### config.mk
export PLATFORM = sky130hd
export DESIGN_NAME = ps2_mouse_packet_tracker_core
export DESIGN_NICKNAME = d
export VERILOG_FILES = /design/src/sv/ps2mpt_pkg.sv /design/src/sv/ps2_mouse_packet_tracker_core.sv
export SDC_FILE = /design/constraint.sdc
export NUM_CORES = 1
export LEC_CHECK = 0
export ABC_AREA = 1
export BUFFER_PORTS_ARGS = -buffer_cell sky130_fd_sc_hd__buf_2
export CAP_MARGIN = 20
export CORE_UTILIZATION = 35
export CTS_CLUSTER_DIAMETER = 30
export DETAILED_ROUTE_END_ITERATION = 10
export GPL_TIMING_DRIVEN = 0
export HOLD_SLACK_MARGIN = 0.06
export SLEW_MARGIN = 20
export SYNTH_ARGS = -nofsm -noshare
export SYNTH_HDL_FRONTEND = slang
export SYNTH_SLANG_ARGS = --single-unit
### constraint.sdc
create_clock -name clk -period 4 [get_ports clk]
set_input_delay 0.8 -clock clk [delete_from_list [all_inputs] [get_ports clk]]
set_output_delay 0.8 -clock clk [all_outputs]
set_load 0.01 [all_outputs]
### src/sv/ps2mpt_pkg.sv
package ps2mpt_pkg;

  // Widths fixed by the register map and the byte stream.
  localparam int CFG_W        = 12;
  localparam int CFG_IDX_W    = 1;
  localparam int BYTE_W       = 8;
  localparam int BUTTON_W     = 3;

  // Default coordinate width and register reset values.
  localparam int COORD_BITS_DEFAULT = 12;
  localparam logic [CFG_W-1:0] SCREEN_WIDTH_RESET  = 12'd80;
  localparam logic [CFG_W-1:0] SCREEN_HEIGHT_RESET = 12'd25;

  // Header bit that is always set in a valid first byte of a packet.
  localparam logic [BYTE_W-1:0] HEADER_MARK = 8'h08;

  // Configuration register indexes.
  typedef enum logic [CFG_IDX_W-1:0] {
    REG_SCREEN_WIDTH  = 1'b0,
    REG_SCREEN_HEIGHT = 1'b1
  } cfg_reg_t;

  // Which byte of the three-byte packet is expected next.
  typedef enum logic [1:0] {
    SLOT_HEADER = 2'd0,
    SLOT_XDELTA = 2'd1,
    SLOT_YDELTA = 2'd2
  } byte_slot_t;

endpackage

### src/sv/ps2_mouse_packet_tracker_core.sv
// Latency: a result is valid in the cycle after the transfer of the third packet byte.
// Throughput: one byte per cycle while no result waits; a byte is taken while a result waits
// only in the same cycle that out_ready takes it, since that frees the result register.
// Reset (rst_n low, synchronous): packet assembly restarts at the header, the cursor
// goes to column 0 and row 0, buttons clear, and the screen size returns to 80 x 25.
module ps2_mouse_packet_tracker_core #(
  parameter int COORD_BITS = ps2mpt_pkg::COORD_BITS_DEFAULT
) (
  input  logic                               clk,
  input  logic                               rst_n,

  // Received bytes from the controller.
  input  logic                               in_valid,
  output logic                               in_ready,
  input  logic                               in_from_aux,
  input  logic [ps2mpt_pkg::BYTE_W-1:0]      in_rx_byte,

  // Cursor position and buttons, one transfer per completed packet.
  output logic                               out_valid,
  input  logic                               out_ready,
  output logic [COORD_BITS-1:0]              out_pos_x,
  output logic [COORD_BITS-1:0]              out_pos_y,
  output logic [ps2mpt_pkg::BUTTON_W-1:0]    out_button_bits,

  // Register writes.
  input  logic                               cfg_valid,
  output logic                               cfg_ready,
  input  logic [ps2mpt_pkg::CFG_IDX_W-1:0]   cfg_index,
  input  logic [ps2mpt_pkg::CFG_W-1:0]       cfg_wdata
);

  // The arithmetic width holds the wider of the cursor and the screen size, plus
  // one bit for the signed delta reach and one sign bit.
  localparam int CALC_W = ((COORD_BITS > ps2mpt_pkg::CFG_W) ? COORD_BITS
                                                             : ps2mpt_pkg::CFG_W) + 2;
  localparam logic [CALC_W-1:0] COORD_MAX = CALC_W'((1 << COORD_BITS) - 1);

  // Clamp a signed candidate coordinate to 0 .. size-1, where the upper limit is
  // also capped at the largest coordinate and a zero size pins the result at 0.
  function automatic logic [COORD_BITS-1:0] clamp_coord(
    input logic signed [CALC_W-1:0]       v,
    input logic [ps2mpt_pkg::CFG_W-1:0]   size
  );
    logic [CALC_W-1:0] limit;
    logic [COORD_BITS-1:0] res;
    if (size == '0) begin
      limit = '0;
    end else begin
      limit = CALC_W'(size) - CALC_W'(1);
    end
    if (limit > COORD_MAX) begin
      limit = COORD_MAX;
    end
    if (v[CALC_W-1]) begin
      res = '0;
    end else if (CALC_W'(v) > limit) begin
      res = limit[COORD_BITS-1:0];
    end else begin
      res = v[COORD_BITS-1:0];
    end
    return res;
  endfunction

  // Configuration registers.
  logic [ps2mpt_pkg::CFG_W-1:0] screen_width_r;
  logic [ps2mpt_pkg::CFG_W-1:0] screen_height_r;

  // Packet assembly and cursor state.
  ps2mpt_pkg::byte_slot_t byte_slot_r, byte_slot_nxt;
  logic [ps2mpt_pkg::BYTE_W-1:0]   header_byte_r, header_byte_nxt;
  logic [ps2mpt_pkg::BYTE_W-1:0]   x_delta_byte_r, x_delta_byte_nxt;
  logic [COORD_BITS-1:0]           cursor_col_r, cursor_col_nxt;
  logic [COORD_BITS-1:0]           cursor_row_r, cursor_row_nxt;
  logic [ps2mpt_pkg::BUTTON_W-1:0] held_buttons_r, held_buttons_nxt;

  // Result register.
  logic out_valid_r, out_valid_nxt;

  logic in_xfer;
  logic byte_is_mouse;
  logic header_ok;
  logic packet_done;
  logic signed [CALC_W-1:0] dx_ext;
  logic signed [CALC_W-1:0] dy_ext;
  logic signed [CALC_W-1:0] nx;
  logic signed [CALC_W-1:0] ny;

  // The result register is free when empty or when its result leaves this cycle.
  assign in_ready  = !out_valid_r || out_ready;
  assign in_xfer   = in_valid && in_ready;
  assign cfg_ready = 1'b1;

  assign byte_is_mouse = in_xfer && in_from_aux;
  assign header_ok     = (in_rx_byte & ps2mpt_pkg::HEADER_MARK) != '0;

  // Next packet slot. Bytes from the keyboard side leave everything alone. A
  // first byte without the header mark is dropped, which realigns the stream.
  always_comb begin
    byte_slot_nxt = byte_slot_r;
    if (byte_is_mouse) begin
      unique case (byte_slot_r)
        ps2mpt_pkg::SLOT_XDELTA: byte_slot_nxt = ps2mpt_pkg::SLOT_YDELTA;
        ps2mpt_pkg::SLOT_YDELTA: byte_slot_nxt = ps2mpt_pkg::SLOT_HEADER;
        default: begin
          if (header_ok) begin
            byte_slot_nxt = ps2mpt_pkg::SLOT_XDELTA;
          end
        end
      endcase
    end
  end

  // Deltas are plain signed bytes; the ninth sign bits and overflow bits of the
  // header are not used. Screen rows grow downward, so dy is subtracted.
  assign dx_ext = $signed({{(CALC_W - ps2mpt_pkg::BYTE_W){x_delta_byte_r[7]}},
                           x_delta_byte_r});
  assign dy_ext = $signed({{(CALC_W - ps2mpt_pkg::BYTE_W){in_rx_byte[7]}},
                           in_rx_byte});
  assign nx = $signed({{(CALC_W - COORD_BITS){1'b0}}, cursor_col_r}) + dx_ext;
  assign ny = $signed({{(CALC_W - COORD_BITS){1'b0}}, cursor_row_r}) - dy_ext;

  assign packet_done = byte_is_mouse && (byte_slot_r == ps2mpt_pkg::SLOT_YDELTA);

  // Datapath and result.
  always_comb begin
    header_byte_nxt  = header_byte_r;
    x_delta_byte_nxt = x_delta_byte_r;
    cursor_col_nxt   = cursor_col_r;
    cursor_row_nxt   = cursor_row_r;
    held_buttons_nxt = held_buttons_r;
    out_valid_nxt    = out_valid_r && !out_ready;
    if (byte_is_mouse) begin
      unique case (byte_slot_r)
        ps2mpt_pkg::SLOT_XDELTA: x_delta_byte_nxt = in_rx_byte;
        ps2mpt_pkg::SLOT_YDELTA: begin
          cursor_col_nxt   = clamp_coord(nx, screen_width_r);
          cursor_row_nxt   = clamp_coord(ny, screen_height_r);
          held_buttons_nxt = header_byte_r[ps2mpt_pkg::BUTTON_W-1:0];
        end
        default: begin
          if (header_ok) begin
            header_byte_nxt = in_rx_byte;
          end
        end
      endcase
    end
    if (packet_done) begin
      out_valid_nxt = 1'b1;
    end
  end

  always_ff @(posedge clk) begin
    if (!rst_n) begin
      screen_width_r  <= ps2mpt_pkg::SCREEN_WIDTH_RESET;
      screen_height_r <= ps2mpt_pkg::SCREEN_HEIGHT_RESET;
      byte_slot_r     <= ps2mpt_pkg::SLOT_HEADER;
      header_byte_r   <= '0;
      x_delta_byte_r  <= '0;
      cursor_col_r    <= '0;
      cursor_row_r    <= '0;
      held_buttons_r  <= '0;
      out_valid_r     <= 1'b0;
    end else begin
      if (cfg_valid && cfg_ready) begin
        unique case (cfg_index)
          ps2mpt_pkg::REG_SCREEN_WIDTH:  screen_width_r  <= cfg_wdata;
          ps2mpt_pkg::REG_SCREEN_HEIGHT: screen_height_r <= cfg_wdata;
          default: ;
        endcase
      end
      byte_slot_r    <= byte_slot_nxt;
      header_byte_r  <= header_byte_nxt;
      x_delta_byte_r <= x_delta_byte_nxt;
      cursor_col_r   <= cursor_col_nxt;
      cursor_row_r   <= cursor_row_nxt;
      held_buttons_r <= held_buttons_nxt;
      out_valid_r    <= out_valid_nxt;
    end
  end

  // The cursor registers always hold the position of the last completed packet,
  // so they serve directly as the result payload.
  assign out_valid       = out_valid_r;
  assign out_pos_x       = cursor_col_r;
  assign out_pos_y       = cursor_row_r;
  assign out_button_bits = held_buttons_r;

endmodule
# --- Word-level counts from Yosys, hierarchy flattened ---
# Index checks and enable logic that the tools add are counted.
op_classes:
  n_shift: 0
  mul: 0
  div: 0
  n_eq_ne: 2
  magnitude_cmp: 4
  reduce_logical: 17
  n_addsub: 4
  muxes: 19
  bitwise_logic: 2
ops:
  columns: ["op", "n"]
  rows:
  - ["14-bit two-way mux", 12]
  - ["12-bit two-way mux", 4]
  - ["14-bit by 12-bit greater-than comparator with 1-bit output (second input constant)", 2]
  - ["14-bit greater-than comparator", 2]
  - ["12-bit by 1-bit subtractor with 13-bit output (second input constant)", 2]
  - ["12-bit zero test", 2]
  - ["13-bit by 8-bit adder with 14-bit output", 1]
  - ["13-bit by 8-bit subtractor with 14-bit output", 1]
  - ["2-bit AND reduction", 5]
  - ["1-bit logical AND", 4]
  - ["2-bit case mux with 2 select lines", 1]
  - ["3-bit AND reduction", 1]
  - ["3-bit nonzero test", 1]
  - ["2-bit by 1-bit equality test with 1-bit output (second input constant)", 1]
  - ["2-bit equality test (second input constant)", 1]
  - ["1-bit zero test", 2]
  - ["2-bit two-way mux", 1]
  - ["1-bit inverter", 2]
  - ["2-bit OR reduction", 1]
  - ["1-bit logical OR", 1]
  - ["1-bit two-way mux", 1]
word_totals:
  mem_bits_rw: 0
  rom_bits: 0
  ff_bits: 65
  elab_cells: 57
  latch_bits: 0
  out_inout_bits: 30
  memories: 0

# --- Logic depth before layout (Yosys ltp) ---
# Gate-level depths: netlist of the first run.
depth:
  ltp_word: 12
  depth_mapped: 24
  mapped_depth_nobuf: 23

# --- Worst setup path before layout of the first run ---
# No wires, ideal clock.
synth_timing:
  path_type: "input to register"
  start: "in in_rx_byte[7] (netlist name)"
  end: "reg cursor_row_r[10], in the netlist out_pos_y[10]"
  stages: 22
  path_slack_ps: 661
  t_arrival_ps: 3207
  n_path_buf: 2
  path_cell_list: "inv_1 -> ha_1 -> nand2_1 -> inv_1 -> nand2_1 -> nand2_1 -> a21oi_1 -> nand3_1 -> nand2_2 -> buf_6 -> inv_1 -> ha_1 -> nand2_1 -> nor2_1 -> inv_2 -> nor2_2 -> nand2_1 -> nand2_2 -> buf_2 -> nand3_1 -> nand4_1 -> a21oi_1"
synth_via:
  elab_chain_len: 4
synth_lines:
  columns: ["element", "line_no", "rtl"]
  rows:
  - ["start, declared", "ps2_mouse_packet_tracker_core.sv:16", "input logic [ps2mpt_pkg::BYTE_W-1:0] in_rx_byte,"]
  - ["13-bit by 8-bit subtractor with 14-bit output (*)", "ps2_mouse_packet_tracker_core.sv:120", "assign ny = $signed({{(CALC_W - COORD_BITS){1'b0}}, cursor_row_r}) - dy_ext;"]
  - ["14-bit greater-than comparator", "ps2_mouse_packet_tracker_core.sv:56", "end else if (CALC_W'(v) > limit) begin"]
  - ["12-bit two-way mux", "ps2_mouse_packet_tracker_core.sv:56", null]
  - ["12-bit two-way mux (*)", "ps2_mouse_packet_tracker_core.sv:54", "if (v[CALC_W-1]) begin"]
  - ["end signal, assigned", "ps2_mouse_packet_tracker_core.sv:175", "cursor_row_r <= cursor_row_nxt;"]
  - ["end, declared", "ps2_mouse_packet_tracker_core.sv:73", "logic [COORD_BITS-1:0] cursor_row_r, cursor_row_nxt;"]
# Every way passes the cells marked *; elsewhere a longest branch is shown, timed or not.
# A chain may end at the register's enable or synchronous reset.

# --- Final worst setup path of the first run ---
# Same ends and word-level chain as after synthesis.

==> results.tsv, run 1 <==
metric	value	unit
outcome	complete, no violations	
Critical Path RT	4.20	ns
actual slew at the worst max-slew pin	0.5377	ns
Layout Nets	1062	
# IOs	57	
average cell area after synthesis	6.147	µm²
post-synthesis async set-or-reset flop share	0	%
Worst Setup End Kind	register	
Worst setup SP type	primary input	
most common cell in the netlist	nand2_1	
row count	45	
GRT overflow	0	
largest cells by area after synthesis	dfxtp_1 (23%), nand2_1 (18%), ha_1 (13%)	
gr usage total	19.64	%
largest net degree at the start of global routing	14	
H-tree levels	3	
initial antenna violation count	0	
Area Overhead vs Synth	15.43	%
layout cells sized above 1	11.33	%
wire length of the first global-routing pass	25230	µm
Die Y	128.1	µm
root buffer cell	clkbuf_16	
part of the Yosys area used for sequential elements	23.39	%
RSZ-0062 raised after global routing	false	
largest area contributor in the netlist	dfxtp_1	
Leakage	3.470	nW
WL final	15300	µm
Fin Hold WS	0.4520	ns
Die X-Extent	128.1	µm
placed instance area	0.006117	mm²
Sum Neg Setup Slack	0	ns
setup bufs post-CTS	0	
Slew Viols, Final	0	
antenna cell count	0	
Inserted Clock Buffers	9	
Place WS	0.06214	ns
Worst Skew	0.006202	ns
critical path class	primary input to register	
GP Congestion	0.8517	
slew margin rel.	64.15	%
mapped cell area	0.005563	mm²
post-route clock period utilization	91.95	%
clk slew on worst S/H paths	0.06	ns
final setup fails	0	
Synth top cells by count	nand2_1 (269), inv_1 (156), nand3_1 (84)	
Worst Hold Class	register to register	
synthesized flop and latch total	65	
drt wl/cell	12.85	µm
synth warn	0	
initial drt markers	346	
DP Wirelength	12810	µm
PD cells	284.4	mW/mm²
clock buffer depth	2	
die area	0.01640	mm²
Worst IR Drop VDD	0.2496	mV
CTS Hold Bufs	0	
cells resized by post-CTS repair	0	
maximum operating frequency	271.9	MHz
number of port buffers	55	
top-area cell type share of the netlist area	23.39	%
Mapped Cells	905	
DRC Markers	0	
first-pass detailed-route iteration total	6	
Starting Density	36.19	%
CTS sink cnt	65	
Fin. Hold Viols	0	
DRT antenna net count	0	
R2R Setup Slk	0.60	ns
Avg Vias per Cell	4.724	
clock period minus worst slack	3.678	ns
CORE AREA	0.01537	mm²
critical-path maximum fanout	10	
critical path arrival	3.88	ns
crit path setup slack, layout	0.3221	ns
Clock Latency Late Sink	0.34	ns
number of synthesized flops with an enable pin	0	
fin area	0.006421	mm²
vias in the first global route	5218	
prevailing post-synth register cell	dfxtp_1	
max-cap violations	0	
CTS tree	built	
Cell variety after synth	28	
routed vias	5626	
==> kinds of logic (layout without fill, tap and decap cells) <==
group           Yosys count  in the layout  synth area share, %
other cells               1              5              0.06741
buf+inv                 187            258                13.52
xor+xnor                 15             15                2.362
compound gates          116            116                10.66
simple gates            461            461                36.23
fa+ha+maj                60             60                13.77
flops                    65             65                23.39
==> worst paths after layout <==
kind,startpoint,to,cells after the start
max,in_rx_byte[7],out_pos_y[10],23
min,header_byte_r[2],out_button_bits[2],2
min reg2reg,header_byte_r[2],out_button_bits[2],2
max reg2reg,out_pos_x[0],out_pos_x[7],19
==> sequential cells by signal (all words and copies together) (netlist names) <==
name             flops
out_pos_x           12
out_pos_y           12
screen_height_r     12
screen_width_r      12
x_delta_byte_r       8
header_byte_r        3
out_button_bits      3
byte_slot_r          2
out_valid            1
==> layout make-up <==
type,instances,area (µm²)
clock inverters,7,78.83
flip-flops and latches,65,1301
repair buffers,55,275.3
clock buffers,9,225.2
inverters,160,600.6
plain buffers,27,151.4
fillers,1682,8950
multi-input cells,657,3525
well taps,211,264.0
==> worst max-delay path, cell delays in order <==
cell     delay [ns]
buf_2          0.13
inv_1          0.14
ha_1           0.42
nand2_1        0.13
nor2_1         0.16
and2_1         0.16
nand2_2        0.06
nand2_1        0.06
nand2_1        0.06
nand2_2        0.12
buf_6          0.15
inv_1          0.05
ha_1           0.29
nand2_1        0.07
nor2_1         0.18
inv_2          0.05
nor2_2         0.14
nand2_1        0.08
nand2_2        0.10
buf_2          0.23
nand3_1        0.12
nand4_1        0.13
a21oi_1        0.07
==> stage by stage <==
stage	power [mW]	std cells	util, %
3_5_place_dp	1.039	1175	39.80
5_1_grt	1.929	1191	41.77
2_1_floorplan	0.9457	909	-
6_report	1.826	1191	41.77
4_1_cts	1.844	1191	41.77
3_3_place_gp	1.036	1175	39.80
==> cell usage in the layout (no fill, tap or decap), types with 2 or more instances in the layout <==
| cell | n |
|---|---|
| nand2_1 | 269 |
| inv_1 | 156 |
| nand3_1 | 84 |
| a21oi_1 | 76 |
| dfxtp_1 | 65 |
| buf_2 | 62 |
| ha_1 | 58 |
| nor2_1 | 42 |
| nand4_1 | 35 |
| o21ai_0 | 35 |
| clkbuf_1 | 13 |
| nor2_2 | 11 |
| xor2_1 | 9 |
| nand2_2 | 9 |
| clkbuf_16 | 9 |
| xnor2_1 | 6 |
| conb_1 | 5 |
| buf_6 | 4 |
| o211ai_1 | 4 |
| clkinv_4 | 4 |
| and2_1 | 3 |
| nand3b_1 | 3 |
| buf_4 | 3 |
| inv_2 | 3 |
| nand3_2 | 2 |
| nor3_1 | 2 |
| fa_1 | 2 |
==> power breakdown <==
group | internal [mW] | leakage [nW] | switching (mW)
registers | 0.669 | 0.529 | 0.0170
logic | 0.120 | 2.79 | 0.221
clock network | 0.487 | 0.150 | 0.312
==> metal layers <==
layer,part of all wire (%),GRT usage [%],routed length [µm],vias to the layer above
li1,-,-,-,3034
met2,43,30.91,6636,125
met5,0,0,0,-
met4,1.5,6.090,230,0
met1,51,27.29,7877,2451
met3,3.6,3.255,556,16
(Power assumes the default switching activity.)
==> run 2: changes to the inputs <==
clock period = 3.1 ns   (was 4 ns; I/O delays follow)
==> results.tsv, run 2 (synthesis gave the netlist of run 1 again) <==
metric	value	unit
H-tree levels	3	
Area Overhead vs Synth	30.72	%
r2r worst-path depth	24	
clock buffer depth	2	
reg2reg start	out_pos_y[0]	
most frequent cell on the critical path	buf_4	
clk slew on worst S/H paths	0.06	ns
failing checks	negative setup slack	
Inserted Clock Buffers	9	
PD cells	361.4	mW/mm²
CTS sink cnt	65	
layout cells sized above 1	23.94	%
Worst setup SP type	primary input	
gr usage total	20.50	%
outcome	complete, but fails checks	
Layout Nets	1097	
Reg2Reg Capture Point	out_pos_y[0]	
most frequent cells in the layout	nand2_1 (236), inv_1 (151), nand3_1 (80)	
Hold Path Origin	header_byte_r[2]	
CP max-delay cell	ha_4	
Worst IR Drop VDD	0.3217	mV
wire length of the first global-routing pass	26330	µm
Die X-Extent	128.1	µm
GP Congestion	0.8712	
fin area	0.007272	mm²
critical path class	primary input to register	
routed vias	5827	
Leakage	3.660	nW
DRC Markers	0	
clock period minus worst slack	3.190	ns
most common cell after layout, fill and taps aside	nand2_1	
Worst Hold Class	register to register	
die area	0.01640	mm²
root buffer cell	clkbuf_16	
R2R Setup Slk	-0.03	ns
Filler cells	1586	
CORE AREA	0.01537	mm²
initial antenna violation count	0	
RSZ-0062 raised after global routing	true	
Avg Vias per Cell	4.753	
maximum operating frequency	313.4	MHz
post-route clock period utilization	102.9	%
antenna cell count	0	
drt wl/cell	13.49	µm
# IOs	57	
critical-path maximum fanout	5	
Slew Viols, Final	0	
DP Wirelength	12810	µm
placed instance area	0.006178	mm²
Reg area	0.001325	mm²
Worst Setup End Kind	register	
Max stage delay on crit path	0.36	ns
DRT antenna net count	0	
first-pass detailed-route iteration total	6	
actual slew at the worst max-slew pin	0.5589	ns
GRT overflow	0	
vias in the first global route	5325	
WL final	16540	µm
area of the multi-input gates	0.003998	mm²
WHS Endpoint	out_button_bits[2]	
Die Y	128.1	µm
Starting Density	36.19	%
initial drt markers	281	
critical path arrival	3.46	ns
Critical Path RT	3.37	ns
slew margin rel.	62.74	%
max-cap violations	0	
largest net degree at the start of global routing	14	
Worst Skew	0.007682	ns
CTS Hold Bufs	0	
CTS tree	built	
crit path setup slack, layout	-0.09045	ns
Clock Latency Late Sink	0.34	ns
Fin. Hold Viols	0	
final setup fails	11	
row count	45	
number of port buffers	55	
Layout Utilization	47.31	%
Hold Crit Depth	2	
[run 2: how the worst max path moves through the flow]
stage	from	to	slack, ns	depth (start not counted)
3_5_place_dp	in_rx_byte[7]	out_pos_y[8]	-0.68	22
4_1_cts	in_rx_byte[7]	out_pos_y[11]	-0.05	23
6_report	in_rx_byte[7]	out_pos_y[0]	-0.09	25
5_1_grt	in_rx_byte[7]	out_pos_y[10]	-0.27	22
2_1_floorplan	in_rx_byte[7]	out_pos_y[7]	0.02	22
3_3_place_gp	in_rx_byte[7]	out_pos_y[8]	-0.67	22
[run 2: power breakdown]
| part | total (mW) | leakage [nW] | switching [mW] | internal (mW) |
|---|---|---|---|---|
| clock network | 1.21 | 0.171 | 0.421 | 0.794 |
| registers | 0.884 | 0.537 | 0.0236 | 0.861 |
| logic | 0.529 | 2.95 | 0.323 | 0.206 |
[run 2: metrics by stage]
step | setup WS (ns) | hold WS (ns) | std cells | power [mW] | setup TNS (ns)
detailed placement | -0.6794 | 0.4587 | 1175 | 1.351 | -10.10
CTS | -0.04937 | 0.4666 | 1209 | 2.605 | -0.3199
global route | -0.2725 | 0.4976 | 1226 | 2.752 | -3.528
floorplan | 0.02005 | 0.4291 | 909 | 1.227 | 0
finish | -0.09045 | 0.4662 | 1226 | 2.628 | -0.6268
global placement | -0.6684 | 0.4473 | 1175 | 1.346 | -10.27
[run 2: final cells by class]
| type | instances | area share (%) |
|---|---|---|
| timing repair buffer | 90 | 7.639 |
| clock buffer | 9 | 3.097 |
| multi-input combinational | 657 | 54.97 |
| sequential | 65 | 18.22 |
| buffer | 27 | 2.409 |
| tap | 211 | 3.630 |
| clock inverter | 7 | 1.721 |
| inverter | 160 | 8.310 |
[run 2: timing repair]
item                       4_1_cts  5_1_grt
pin swaps                       26       53
resized for setup               43       77
setup endpoints to repair       24       24
gates cloned                     1        1
buffers inserted                17       16
[run 2: metal layers]
| layer | vias up | GRT usage (%) | share of wire, % |
|---|---|---|---|
| met1 | 2592 | 27.79 | 50 |
| li1 | 3116 | - | - |
| met4 | 0 | 6.021 | 1.6 |
| met2 | 96 | 33.47 | 45 |
| met3 | 23 | 3.172 | 3.6 |
| met5 | - | 0 | 0 |
[run 2: critical path, delay by kind of cell]
| kind | cells | cell delay [ns] |
|---|---|---|
| AOI/OAI and AO/OA | 1 | 0.12 |
| adders and majority gates | 2 | 0.48 |
| buffers and inverters | 9 | 1.02 |
| and+or+nand+nor | 13 | 1.22 |
==> run 3: changes to the inputs <==
CORE_UTILIZATION = 55   (was 35)
CTS_BUF_LIST = sky130_fd_sc_hd__clkbuf_4   (was unset)
PLACE_DENSITY = 0.78   (was unset)
==> results.tsv, run 3 (synthesis gave the netlist of run 1 again) <==
metric	value	unit
outcome	complete, but fails checks	
failing checks	negative setup slack	
placed instance area	0.006081	mm²
DRT antenna net count	0	
switching part of the total	33.62	%
Int Power	1.315	mW
# IOs	57	
critical path arrival	3.53	ns
die area	0.01052	mm²
Worst Setup End Kind	register	
root buffer cell	clkbuf_4	
most common cell after layout, fill and taps aside	nand2_1	
DRC Markers	0	
Worst Hold Class	primary input to register	
critical-path maximum fanout	6	
DP Wirelength	11570	µm
drt wl/cell	13.65	µm
gr usage total	28.78	%
Clk network pwr share	28.6	%
most frequent cells in the layout	nand2_1 (240), inv_1 (153), nand3_1 (74)	
Leakage	3.547	nW
Fin. Hold Viols	0	
Clock Latency Late Sink	0.42	ns
Hold Crit Depth	3	
Starting Density	56.91	%
Worst Skew	0.01671	ns
CORE AREA	0.009774	mm²
row count	36	
first-pass detailed-route iteration total	5	
largest net degree at the start of global routing	12	
NetSw	665.7	µW
routed vias	5990	
Slew Viols, Final	0	
clk slew on worst S/H paths	0.11	ns
Area Overhead vs Synth	25.06	%
GP Congestion	0.8889	
actual slew at the worst max-slew pin	0.5901	ns
r2r worst-path depth	22	
Critical Path RT	3.46	ns
initial drt markers	452	
antenna cell count	0	
fin area	0.006957	mm²
sequential fraction of design power	44.6	%
clock buffer depth	2	
Avg Vias per Cell	5.264	
crit path setup slack, layout	-0.07241	ns
CTS tree	built	
Fin Hold WS	0.4229	ns
CTS Hold Bufs	0	
Die Y	102.6	µm
wire length of the first global-routing pass	23510	µm
RSZ-0062 raised after global routing	true	
post-route clock period utilization	102.3	%
critical path class	primary input to register	
H-tree levels	3	
Layout Nets	1087	
PD cells	284.7	mW/mm²
Inserted Clock Buffers	9	
final setup fails	5	
GRT overflow	0	
max-cap violations	0	
WL final	15540	µm
Die X-Extent	102.6	µm
combinational share of power	26.9	%
layout cells sized above 1	23.18	%
clock period minus worst slack	3.172	ns
vias in the first global route	5170	
Worst IR Drop VDD	0.1823	mV
CTS sink cnt	65	
slew margin rel.	60.66	%
Worst setup SP type	primary input	
maximum operating frequency	315.2	MHz
Layout Utilization	71.17	%
number of port buffers	55	
initial antenna violation count	0	
run 3: cell count changes in the layout (fill, tap and decap cells not counted), moves of 3 or more:
cell       change
nand2_1        +4
nand2_4        +5
dfxtp_2        -3
buf_4         -13
clkbuf_16      -9
clkbuf_4      +10
nand2_2        -9
nand3_1        -6
a21oi_1        -3
ha_4           -3
dfxtp_1        +3
nand3_2        +6
run 3: routing by layer:
layer	vias up	global-route usage, %	share of wire [%]
met5	-	0	0
li1	3086	-	-
met1	2721	39.88	48
met4	0	6.923	1.3
met3	20	3.186	4.8
met2	163	47.85	46
run 3: critical path: stages:
cell and delay, ns:
buf_12 0.08, clkinvlp_4 0.21, ha_4 0.39, nand2_4 0.06, nor2_4 0.13, nand3_2 0.12, nand3_2 0.10, nand2_2 0.07
nand2_2 0.09, a21oi_4 0.06, xor2_2 0.16, ha_1 0.30, nand2_2 0.08, nor2_4 0.10, inv_2 0.05, nor2_4 0.12
nand2_2 0.08, nand2_4 0.11, nand2_4 0.07, buf_6 0.13, nand2_2 0.06, nand4_1 0.16, a21oi_2 0.16
run 3: final cells by class:
| cell class | instances | area (µm²) |
|---|---|---|
| multi-input combinational | 657 | 4065 |
| fill | 859 | 2818 |
| sequential | 65 | 1321 |
| inverter | 160 | 604.3 |
| timing repair buffer | 80 | 483.0 |
| buffer | 27 | 182.7 |
| tap | 133 | 166.4 |
| clock buffer | 10 | 75.07 |
| clock inverter | 6 | 58.81 |
run 3: final timing paths:
path | startpoint | end | slack, ns
setup / recovery | in_rx_byte[7] | out_pos_y[3] | -0.07
hold / removal | cfg_wdata[3] | screen_height_r[3] | 0.42
setup reg to reg | out_pos_y[0] | out_pos_y[3] | -0.04
hold reg to reg | header_byte_r[1] | header_byte_r[1] | 0.46
run 3: timing repair:
action / 4_1_cts / 5_1_grt
setup endpoints to repair: 24 / 24
setup buffers: 13 / 9
gates cloned: 1 / 2
pin swaps: 26 / 55
resized for setup: 43 / 89
run 3: power by group through the flow:
stage | clock network [mW] | logic [mW] | registers (mW)
after floorplan | 0 | 0.329 | 0.897
after global placement | 0 | 0.430 | 0.902
after detailed placement | 0 | 0.436 | 0.902
after CTS | 0.566 | 0.471 | 0.883
after global routing | 0.606 | 0.601 | 0.887
final | 0.566 | 0.532 | 0.883
run 3: stage by stage:
stage	std cells	TNS, ns	power (mW)	setup WS [ns]
after detailed placement	1097	-10.09	1.338	-0.7240
after global placement	1097	-8.829	1.331	-0.6744
after global routing	1138	-2.868	2.094	-0.1970
final	1138	-0.1744	1.980	-0.07241
after floorplan	909	0	1.227	0.02005
after CTS	1127	-0.004789	1.920	-0.004789
